$ cat src/rtl/rar_pkg.sv
`default_nettype none
package rar_pkg;

    typedef enum logic [1:0] {
        FN_ADD = 2'd0,
        FN_SUB = 2'd1,
        FN_MUL = 2'd2,
        FN_DIV = 2'd3
    } t_func;

    typedef enum logic [3:0] {
        OP_NONE,
        OP_LOAD,
        OP_MUL_A,
        OP_MUL_B,
        OP_MUL_D,
        OP_GCD_INIT,
        OP_GCD_STEP,
        OP_DIVN_INIT,
        OP_DIV_STEP,
        OP_SAVE_NUM,
        OP_OUT_LOAD
    } t_dp_op;

    typedef enum logic [3:0] {
        ST_IDLE,
        ST_MUL_A,
        ST_MUL_B,
        ST_MUL_D,
        ST_CHECK,
        ST_GCD,
        ST_DIVN,
        ST_DIVD,
        ST_FIN
    } t_ctrl_state;

    typedef struct packed {
        t_dp_op op;
    } t_dp_cmd;

    typedef struct packed {
        logic num_zero;
        logic den_zero;
        logic gcd_done;
        logic div_done;
    } t_dp_sts;

endpackage
`default_nettype wire

$ cat src/rtl/rar_ctrl.sv
`default_nettype none
module rar_ctrl
    import rar_pkg::*;
(
    input  wire     i_clk,
    input  wire     i_rst_n,
    input  wire     i_in_valid,
    output logic    o_in_ready,
    output logic    o_out_valid,
    input  wire     i_out_ready,
    output t_dp_cmd o_cmd,
    input  t_dp_sts i_sts
);

    t_ctrl_state r_state, n_state;
    logic        r_ovalid, n_ovalid;

    always_ff @(posedge i_clk) begin
        if (!i_rst_n) begin
            r_state  <= ST_IDLE;
            r_ovalid <= 1'b0;
        end else begin
            r_state  <= n_state;
            r_ovalid <= n_ovalid;
        end
    end

    always_comb begin
        n_state    = r_state;
        o_cmd.op   = OP_NONE;
        o_in_ready = 1'b0;
        n_ovalid   = r_ovalid && !i_out_ready;
        unique case (r_state)
            ST_IDLE: begin
                o_in_ready = 1'b1;
                if (i_in_valid) begin
                    o_cmd.op = OP_LOAD;
                    n_state  = ST_MUL_A;
                end
            end
            ST_MUL_A: begin
                o_cmd.op = OP_MUL_A;
                n_state  = ST_MUL_B;
            end
            ST_MUL_B: begin
                o_cmd.op = OP_MUL_B;
                n_state  = ST_MUL_D;
            end
            ST_MUL_D: begin
                o_cmd.op = OP_MUL_D;
                n_state  = ST_CHECK;
            end
            ST_CHECK: begin
                if (i_sts.den_zero || i_sts.num_zero) begin
                    n_state = ST_FIN;
                end else begin
                    o_cmd.op = OP_GCD_INIT;
                    n_state  = ST_GCD;
                end
            end
            ST_GCD: begin
                if (i_sts.gcd_done) begin
                    o_cmd.op = OP_DIVN_INIT;
                    n_state  = ST_DIVN;
                end else begin
                    o_cmd.op = OP_GCD_STEP;
                end
            end
            ST_DIVN: begin
                if (i_sts.div_done) begin
                    // latch numerator quotient, start denominator division
                    o_cmd.op = OP_SAVE_NUM;
                    n_state  = ST_DIVD;
                end else begin
                    o_cmd.op = OP_DIV_STEP;
                end
            end
            ST_DIVD: begin
                if (i_sts.div_done) begin
                    n_state = ST_FIN;
                end else begin
                    o_cmd.op = OP_DIV_STEP;
                end
            end
            ST_FIN: begin
                if (!r_ovalid || i_out_ready) begin
                    o_cmd.op = OP_OUT_LOAD;
                    n_ovalid = 1'b1;
                    n_state  = ST_IDLE;
                end
            end
            default: n_state = ST_IDLE;
        endcase
    end

    assign o_out_valid = r_ovalid;

endmodule
`default_nettype wire

$ cat src/rtl/rar_dp.sv
`default_nettype none
module rar_dp
    import rar_pkg::*;
#(
    parameter int OPERAND_WIDTH = 16
) (
    input  wire                            i_clk,
    input  t_dp_cmd                        i_cmd,
    output t_dp_sts                        o_sts,
    input  wire  [1:0]                     i_func,
    input  wire  signed [OPERAND_WIDTH-1:0] i_left_num,
    input  wire  signed [OPERAND_WIDTH-1:0] i_left_den,
    input  wire  signed [OPERAND_WIDTH-1:0] i_right_num,
    input  wire  signed [OPERAND_WIDTH-1:0] i_right_den,
    output logic signed [2*OPERAND_WIDTH:0]   o_out_num,
    output logic signed [2*OPERAND_WIDTH-1:0] o_out_den,
    output logic                           o_zero_den_error
);

    localparam int W  = OPERAND_WIDTH;
    localparam int P  = 2 * OPERAND_WIDTH;
    localparam int CW = $clog2(P + 1);

    t_func                r_func;
    logic signed [W-1:0]  r_ln, r_ld, r_rn, r_rd;
    logic signed [P:0]    r_acc;
    logic signed [P-1:0]  r_den;
    logic [P-1:0]         r_a, r_b, r_g, r_q, r_rem, r_qn;
    logic [CW-1:0]        r_k, r_cnt;

    logic signed [W-1:0]  mul_x, mul_y;
    logic signed [P-1:0]  prod;
    logic signed [P:0]    prod_ext;
    logic [P:0]           num_neg;
    logic [P-1:0]         num_mag, den_neg, den_mag, gcd_val;
    logic [P:0]           rem_sh, rem_diff;
    logic                 rem_ge;
    logic [P:0]           qn_ext;

    // operand select for the shared multiplier
    always_comb begin
        mul_x = r_ln;
        mul_y = r_rd;
        unique case (i_cmd.op)
            OP_MUL_A: begin
                mul_x = r_ln;
                mul_y = (r_func == FN_MUL) ? r_rn : r_rd;
            end
            OP_MUL_B: begin
                mul_x = r_rn;
                mul_y = r_ld;
            end
            OP_MUL_D: begin
                mul_x = r_ld;
                mul_y = (r_func == FN_DIV) ? r_rn : r_rd;
            end
            default: begin
                mul_x = r_ln;
                mul_y = r_rd;
            end
        endcase
    end

    assign prod     = mul_x * mul_y;
    assign prod_ext = {prod[P-1], prod};

    assign num_neg = -r_acc;
    assign num_mag = r_acc[P] ? num_neg[P-1:0] : r_acc[P-1:0];
    assign den_neg = -r_den;
    assign den_mag = r_den[P-1] ? den_neg : r_den;
    assign gcd_val = (r_a | r_b) << r_k;

    // restoring divider, one quotient bit per cycle
    assign rem_sh   = {r_rem, r_q[P-1]};
    assign rem_diff = rem_sh - {1'b0, r_g};
    assign rem_ge   = (rem_sh >= {1'b0, r_g});
    assign qn_ext   = {1'b0, r_qn};

    always_ff @(posedge i_clk) begin
        unique case (i_cmd.op)
            OP_LOAD: begin
                r_func <= t_func'(i_func);
                r_ln   <= i_left_num;
                r_ld   <= i_left_den;
                r_rn   <= i_right_num;
                r_rd   <= i_right_den;
            end
            OP_MUL_A: r_acc <= prod_ext;
            OP_MUL_B: begin
                if (r_func == FN_ADD) begin
                    r_acc <= r_acc + prod_ext;
                end else if (r_func == FN_SUB) begin
                    r_acc <= r_acc - prod_ext;
                end
            end
            OP_MUL_D: r_den <= prod;
            OP_GCD_INIT: begin
                r_a <= num_mag;
                r_b <= den_mag;
                r_k <= '0;
            end
            OP_GCD_STEP: begin
                if (!r_a[0] && !r_b[0]) begin
                    r_a <= r_a >> 1;
                    r_b <= r_b >> 1;
                    r_k <= r_k + 1'b1;
                end else if (!r_a[0]) begin
                    r_a <= r_a >> 1;
                end else if (!r_b[0]) begin
                    r_b <= r_b >> 1;
                end else if (r_a >= r_b) begin
                    r_a <= r_a - r_b;
                end else begin
                    r_b <= r_b - r_a;
                end
            end
            OP_DIVN_INIT: begin
                r_g   <= gcd_val;
                r_q   <= num_mag;
                r_rem <= '0;
                r_cnt <= '0;
            end
            OP_DIV_STEP: begin
                r_rem <= rem_ge ? rem_diff[P-1:0] : rem_sh[P-1:0];
                r_q   <= {r_q[P-2:0], rem_ge};
                r_cnt <= r_cnt + 1'b1;
            end
            OP_SAVE_NUM: begin
                r_qn  <= r_q;
                r_q   <= den_mag;
                r_rem <= '0;
                r_cnt <= '0;
            end
            OP_OUT_LOAD: begin
                if (o_sts.den_zero) begin
                    o_out_num        <= '0;
                    o_out_den        <= '0;
                    o_zero_den_error <= 1'b1;
                end else if (o_sts.num_zero) begin
                    o_out_num        <= '0;
                    o_out_den        <= {{(P-1){1'b0}}, 1'b1};
                    o_zero_den_error <= 1'b0;
                end else begin
                    o_out_num        <= r_acc[P] ? -qn_ext : qn_ext;
                    o_out_den        <= r_den[P-1] ? -r_q : r_q;
                    o_zero_den_error <= 1'b0;
                end
            end
            default: ;
        endcase
    end

    always_comb begin
        o_sts.num_zero = (r_acc == '0);
        o_sts.den_zero = (r_den == '0);
        o_sts.gcd_done = (r_a == '0) || (r_b == '0);
        o_sts.div_done = (r_cnt == CW'(P));
    end

endmodule
`default_nettype wire

$ cat src/rtl/rational_arith_reduce_unit.sv
// Rational arithmetic with reduction to lowest terms.
// Input stream: tuser = func (add, sub, mul, div); tdata = left_num, left_den,
// right_num, right_den, each OPERAND_WIDTH bits, lowest first.
// Output stream: tdata = out_num (2W+1 bits) then out_den (2W bits);
// tuser = zero_den_error. A zero denominator gives 0/0 with the error flag,
// a zero numerator gives 0/1; otherwise both parts are divided by the gcd
// of their magnitudes and keep their own signs.
// One word is processed at a time. The zero cases go straight from the
// products to the output; otherwise a binary gcd and two divisions follow.
// A single multiplier forms the three products, the gcd loop runs one
// shift or subtract per cycle, and a shared restoring divider yields one
// quotient bit per cycle.
// The result sits in an output register, so a finished word is held while
// the receiver stalls and the next word is accepted meanwhile; the unit then
// waits at completion until the register frees.
// Reset (synchronous, active low) empties the output and returns to idle.
`default_nettype none
module rational_arith_reduce_unit
    import rar_pkg::*;
#(
    parameter int OPERAND_WIDTH = 16
) (
    input  wire                                i_clk,
    input  wire                                i_rst_n,
    input  wire                                i_s_axis_tvalid,
    output logic                               o_s_axis_tready,
    // left_num, left_den, right_num, right_den
    input  wire  [((4*OPERAND_WIDTH+7)/8)*8-1:0] i_s_axis_tdata,
    // func
    input  wire  [1:0]                         i_s_axis_tuser,
    output logic                               o_m_axis_tvalid,
    input  wire                                i_m_axis_tready,
    // out_num, out_den, zero padding
    output logic [((4*OPERAND_WIDTH+8)/8)*8-1:0] o_m_axis_tdata,
    // zero_den_error
    output logic                               o_m_axis_tuser
);

    localparam int W  = OPERAND_WIDTH;
    localparam int P  = 2 * OPERAND_WIDTH;
    localparam int OW = ((4*OPERAND_WIDTH+8)/8)*8;

    t_dp_cmd            cmd;
    t_dp_sts            sts;
    logic signed [P:0]   out_num;
    logic signed [P-1:0] out_den;
    logic                out_err;

    rar_ctrl u_ctrl (
        .i_clk       (i_clk),
        .i_rst_n     (i_rst_n),
        .i_in_valid  (i_s_axis_tvalid),
        .o_in_ready  (o_s_axis_tready),
        .o_out_valid (o_m_axis_tvalid),
        .i_out_ready (i_m_axis_tready),
        .o_cmd       (cmd),
        .i_sts       (sts)
    );

    rar_dp #(
        .OPERAND_WIDTH (OPERAND_WIDTH)
    ) u_dp (
        .i_clk            (i_clk),
        .i_cmd            (cmd),
        .o_sts            (sts),
        .i_func           (i_s_axis_tuser),
        .i_left_num       (i_s_axis_tdata[W-1:0]),
        .i_left_den       (i_s_axis_tdata[2*W-1:W]),
        .i_right_num      (i_s_axis_tdata[3*W-1:2*W]),
        .i_right_den      (i_s_axis_tdata[4*W-1:3*W]),
        .o_out_num        (out_num),
        .o_out_den        (out_den),
        .o_zero_den_error (out_err)
    );

    assign o_m_axis_tdata = {{(OW-2*P-1){1'b0}}, out_den, out_num};
    assign o_m_axis_tuser = out_err;

`ifndef ASSERT_OFF
    a_busy_after_accept: assert property (@(posedge i_clk) disable iff (!i_rst_n)
        i_s_axis_tvalid && o_s_axis_tready |=> !o_s_axis_tready)
        else $error("input accepted while busy");

    a_err_zero: assert property (@(posedge i_clk) disable iff (!i_rst_n)
        o_m_axis_tvalid && o_m_axis_tuser |-> (out_num == '0) && (out_den == '0))
        else $error("error word with nonzero fraction");

    a_den_nonzero: assert property (@(posedge i_clk) disable iff (!i_rst_n)
        o_m_axis_tvalid && !o_m_axis_tuser |-> (out_den != '0))
        else $error("zero denominator without error flag");
`endif

endmodule
`default_nettype wire

$ cat config.mk
export PLATFORM = sky130hd
export DESIGN_NAME = rational_arith_reduce_unit
export DESIGN_NICKNAME = d
export VERILOG_FILES = /design/src/rtl/rar_pkg.sv /design/src/rtl/rar_ctrl.sv /design/src/rtl/rar_dp.sv /design/src/rtl/rational_arith_reduce_unit.sv
export SDC_FILE = /design/constraint.sdc
export NUM_CORES = 2
export LEC_CHECK = 0
export ABC_AREA = 1
export BUFFER_PORTS_ARGS = -buffer_cell sky130_fd_sc_hd__buf_2
export CAP_MARGIN = 20
export CELL_PAD_IN_SITES_DETAIL_PLACEMENT = 1
export CELL_PAD_IN_SITES_GLOBAL_PLACEMENT = 2
export CORE_MARGIN = 3
export CORE_UTILIZATION = 39
export CTS_BUF_LIST = sky130_fd_sc_hd__clkbuf_4 sky130_fd_sc_hd__clkbuf_8
export DETAILED_ROUTE_END_ITERATION = 12
export PLACE_DENSITY_LB_ADDON = 0.2
export SLEW_MARGIN = 30
export SYNTH_ARGS = -nofsm -noshare
export SYNTH_HDL_FRONTEND = slang
export SYNTH_SLANG_ARGS = --single-unit
$ cat constraint.sdc
create_clock -name i_clk -period 10.5 [get_ports i_clk]
set_input_delay 1.575 -clock i_clk [delete_from_list [all_inputs] [get_ports i_clk]]
set_output_delay 1.575 -clock i_clk [all_outputs]
set_load 0.03 [all_outputs]
==> results.md <==
* Number of fill cells at 12700
* RSZ-0062 raised after global routing: yes
* Worst Slack Setup Final at ~0.69 ns
* Initial DRC count at between 2000 and 2500
* IO Count at ~150
* Initial core utilization at ~40%
* Routability Congestion at between 0.9 and 1
* Cell taking the most area after synthesis: edfxtp_1
* Global-route wire length before repair at ~230 mm
* CTS Hold Bufs at 0
* Post-synth EDFFs at roughly 400
* Main synth FF type: edfxtp_1
* Area Growth Syn to Fin at 10.2%
* Mapped cell area at between 40000 and 50000 sq um
* WL met1 at ~66 mm
* Number of global-route vias before repair at ~38000
* Type of the worst min-delay path: reg2reg
* Routed WL per cell at ~22 um
* Post-Route WL at around 150 mm
* Setup violations, final at 0
* Type of origin of the critical path: register
* Via total after detailed routing at around 36000
* Grt total ovfl at 0
* Clock tree from TritonCTS: done
* Yosys reg bits at a little over 400
* CP Data Required Time at around 11 ns
* Mux contribution to synthesized area at 0.320%
* Worst-path clk slew at around 0.060 ns
* Worst path most repeated cell: nand2_1
* Vias per cell at 5.30
* Post-Synth Simple-Gate Area at roughly a fifth
* Largest delay share family, worst path: adder cells
* Status: completed
* Die W at ~330 um
* Core box area at approximately 100000 sq um
* Peak Freq at around 0.1 GHz
* Leading cell type in the layout, fill and taps excluded: nand2_1
* Initial antenna violation count at 2
* Slew @ Worst Pin at 1.07 ns
* Top post-synthesis cells by area: edfxtp_1, fa_1, nand2_1
* Die footprint at ~110000 sq um
* Crit-path max cell delay at between 0.5 and 0.6 ns
* Synth Area in Adders at 20.9%
* Crit share post-route at between 90% and 100%
* Die Ht at around 330 um
* DP HPWL at around 120 mm
* Async SR Flop Fraction at 0%
* Pre-CTS setup slack at 0.566 ns
* R2r setup slk at around 0.69 ns
* Buf+Inv Stages, Crit Path at 6
* Met3 WL at 7.78 mm
* Post-route ant nets at 0
* Max layer used: met4
* Fraction of layout cells with a size suffix above 1 at 8.99%
* Max-slew violation count at 0
* Max_cap viols at 0
* WS Path Type: reg2reg
* Met2 Routed Length at between 70 and 80 mm
* Clk sinks at around 400
* Cts bufs inserted at 81
* Largest net degree at the start of global routing at 67
* Yosys cell types at 70
* Setup TNS Final at 0 ns
* Critical-path maximum fanout at 12
* Num rows at 117
* Synth Area in XOR/XNOR at 4.75%
* CP Capture Type: register
* Slowest cell on crit path: fa_1
* Yosys warnings at 0
* Most frequent cells in the layout: nand2_1, inv_1, nor2_1
* Clk_skew at between 0.05 and 0.06 ns
* Syn avg cell area at 7.81 sq um
* Worst Path Arrival at 10.29 ns
* Port Buffers at between 100 and 150
* Register area share after synthesis at between 20% and 30%
* GRT Total Usage at between 20% and 30%
* # DRC at 0
* Largest family of logic cells by synthesized area: adder cells
* Depth of the CTS H-tree at 3
* Final hold violations at 0
* Clock Path Buffers at 3
* Drt first pass iters at 5
* Gate Count Post-Synth at 5203
* Final Critical Period at just under 10 ns
* Post-synth top area share at between 20 and 30%
* Nets at just under 6000
* Slew headroom at around 28%
* Synth Area in Compound Gates at approximately 13%
* Clock latency on the worst-skew pair at 0.76 ns
* Root Driver: clkbuf_8
## per-layer routing
metal	vias up	track usage, %
met5	-	0
met4	0	7.71
met3	199	4.04
met2	853	46.1
met1	17900	36.9
li1	17000	-
## synthesized netlist by cell type, types with 6 or more instances
library cell  count
a2bb2oi_1        10
o21ai_0         345
nor4_1           22
nor3_1           76
a21o_1           14
o211ai_1         40
a21oi_1         301
and3_1            7
o221ai_1         21
buf_2             9
o22ai_1          23
nor2_2           16
nand3_1         145
o2111ai_1        15
ha_1            252
o31ai_1           8
nor2_1          503
a31oi_1          18
a211oi_1          8
a221oi_1          7
clkbuf_1        117
fa_1            266
a22oi_1          18
mux2i_1          13
nand3_2          10
nor3_2           10
inv_1           995
nand4_1          54
o21ai_1          18
xor2_1          168
xnor2_1          47
a21boi_0          6
nand2_1        1058
o21a_1           18
edfxtp_1        401
nand2_2          20
or2_2            18
buf_4            12
buf_1            10
nand3b_1          7
o21bai_1         16
inv_2            23
## cell families (layout without fill, tap and decap cells)
| logic type | count (synthesis) | after routing |
|---|---|---|
| simple gates | 1958 | 1958 |
| fa+ha+maj | 518 | 518 |
| xor+xnor | 218 | 218 |
| buf+inv | 1177 | 1386 |
| compound gates | 912 | 912 |
| other cells | 1 | 9 |
| flops | 406 | 406 |
| mux | 13 | 13 |
## flip-flops by register name, summed over array words and instances, names as in the netlist
| register | flops |
|---|---|
| u_dp.o_out_num | 33 |
| u_dp.r_acc | 33 |
| u_dp.o_out_den | 32 |
| u_dp.r_a | 32 |
| u_dp.r_b | 32 |
| u_dp.r_den | 32 |
| u_dp.r_g | 32 |
| u_dp.r_q | 32 |
| u_dp.r_qn | 32 |
| u_dp.r_rem | 32 |
| u_dp.r_ld | 16 |
| u_dp.r_ln | 16 |
| u_dp.r_rd | 16 |
| u_dp.r_rn | 16 |
| u_dp.r_cnt | 6 |
| u_dp.r_k | 6 |
| u_ctrl.r_state | 4 |
| u_dp.r_func | 2 |
| u_ctrl.o_out_valid | 1 |
| u_dp.o_zero_den_error | 1 |
## path summary, 6_finish.rpt
check,start,cells after the start,end
max,u_dp.r_func[1],41,u_dp.r_acc[26]
max reg2reg,u_dp.r_func[1],41,u_dp.r_acc[26]
min,u_ctrl.r_state[2],2,u_ctrl.r_state[2]
min reg2reg,u_ctrl.r_state[2],2,u_ctrl.r_state[2]
## through the flow
step	util [%]	hold WS (ns)	instance area, sq um	cells
after detailed placement	42.0	0.475	43100	6638
after floorplan	-	0.426	40700	5209
final	43.6	0.517	44800	6788
after CTS	43.6	0.510	44800	6786
after global routing	43.6	0.525	44800	6788
after global placement	42.0	0.466	43100	6638
## worst min-delay path, delay by kind of cell, from the launching register on
family / cells / cell delay (ns)
DFF: 1 / 0.34
and+or+nand+nor: 1 / 0.07
AOI/OAI and AO/OA: 1 / 0.06
## layout make-up
type	count	area (sq um)	share of cell area, %
Clock inverter	48	425	0.950
Antenna cell	2	5.00	0.0112
Timing Repair Buffer	213	1260	2.81
Tap cell	1368	1710	3.82
Inverter	1025	3850	8.60
Multi-Input combinational cell	3626	24100	53.9
Sequential cell	406	12100	27.1
Clock buffer	100	1260	2.82
## what timing repair did
action,4_1_cts,5_1_grt
buffers inserted,0,0
hold endpoints to repair,0,0
resized for setup,0,3
endpoints found under the setup margin,0,5
Power is left out: the tool's default activity adds up to more than one toggle a clock period on the data nets, which glitch-free logic cannot reach.
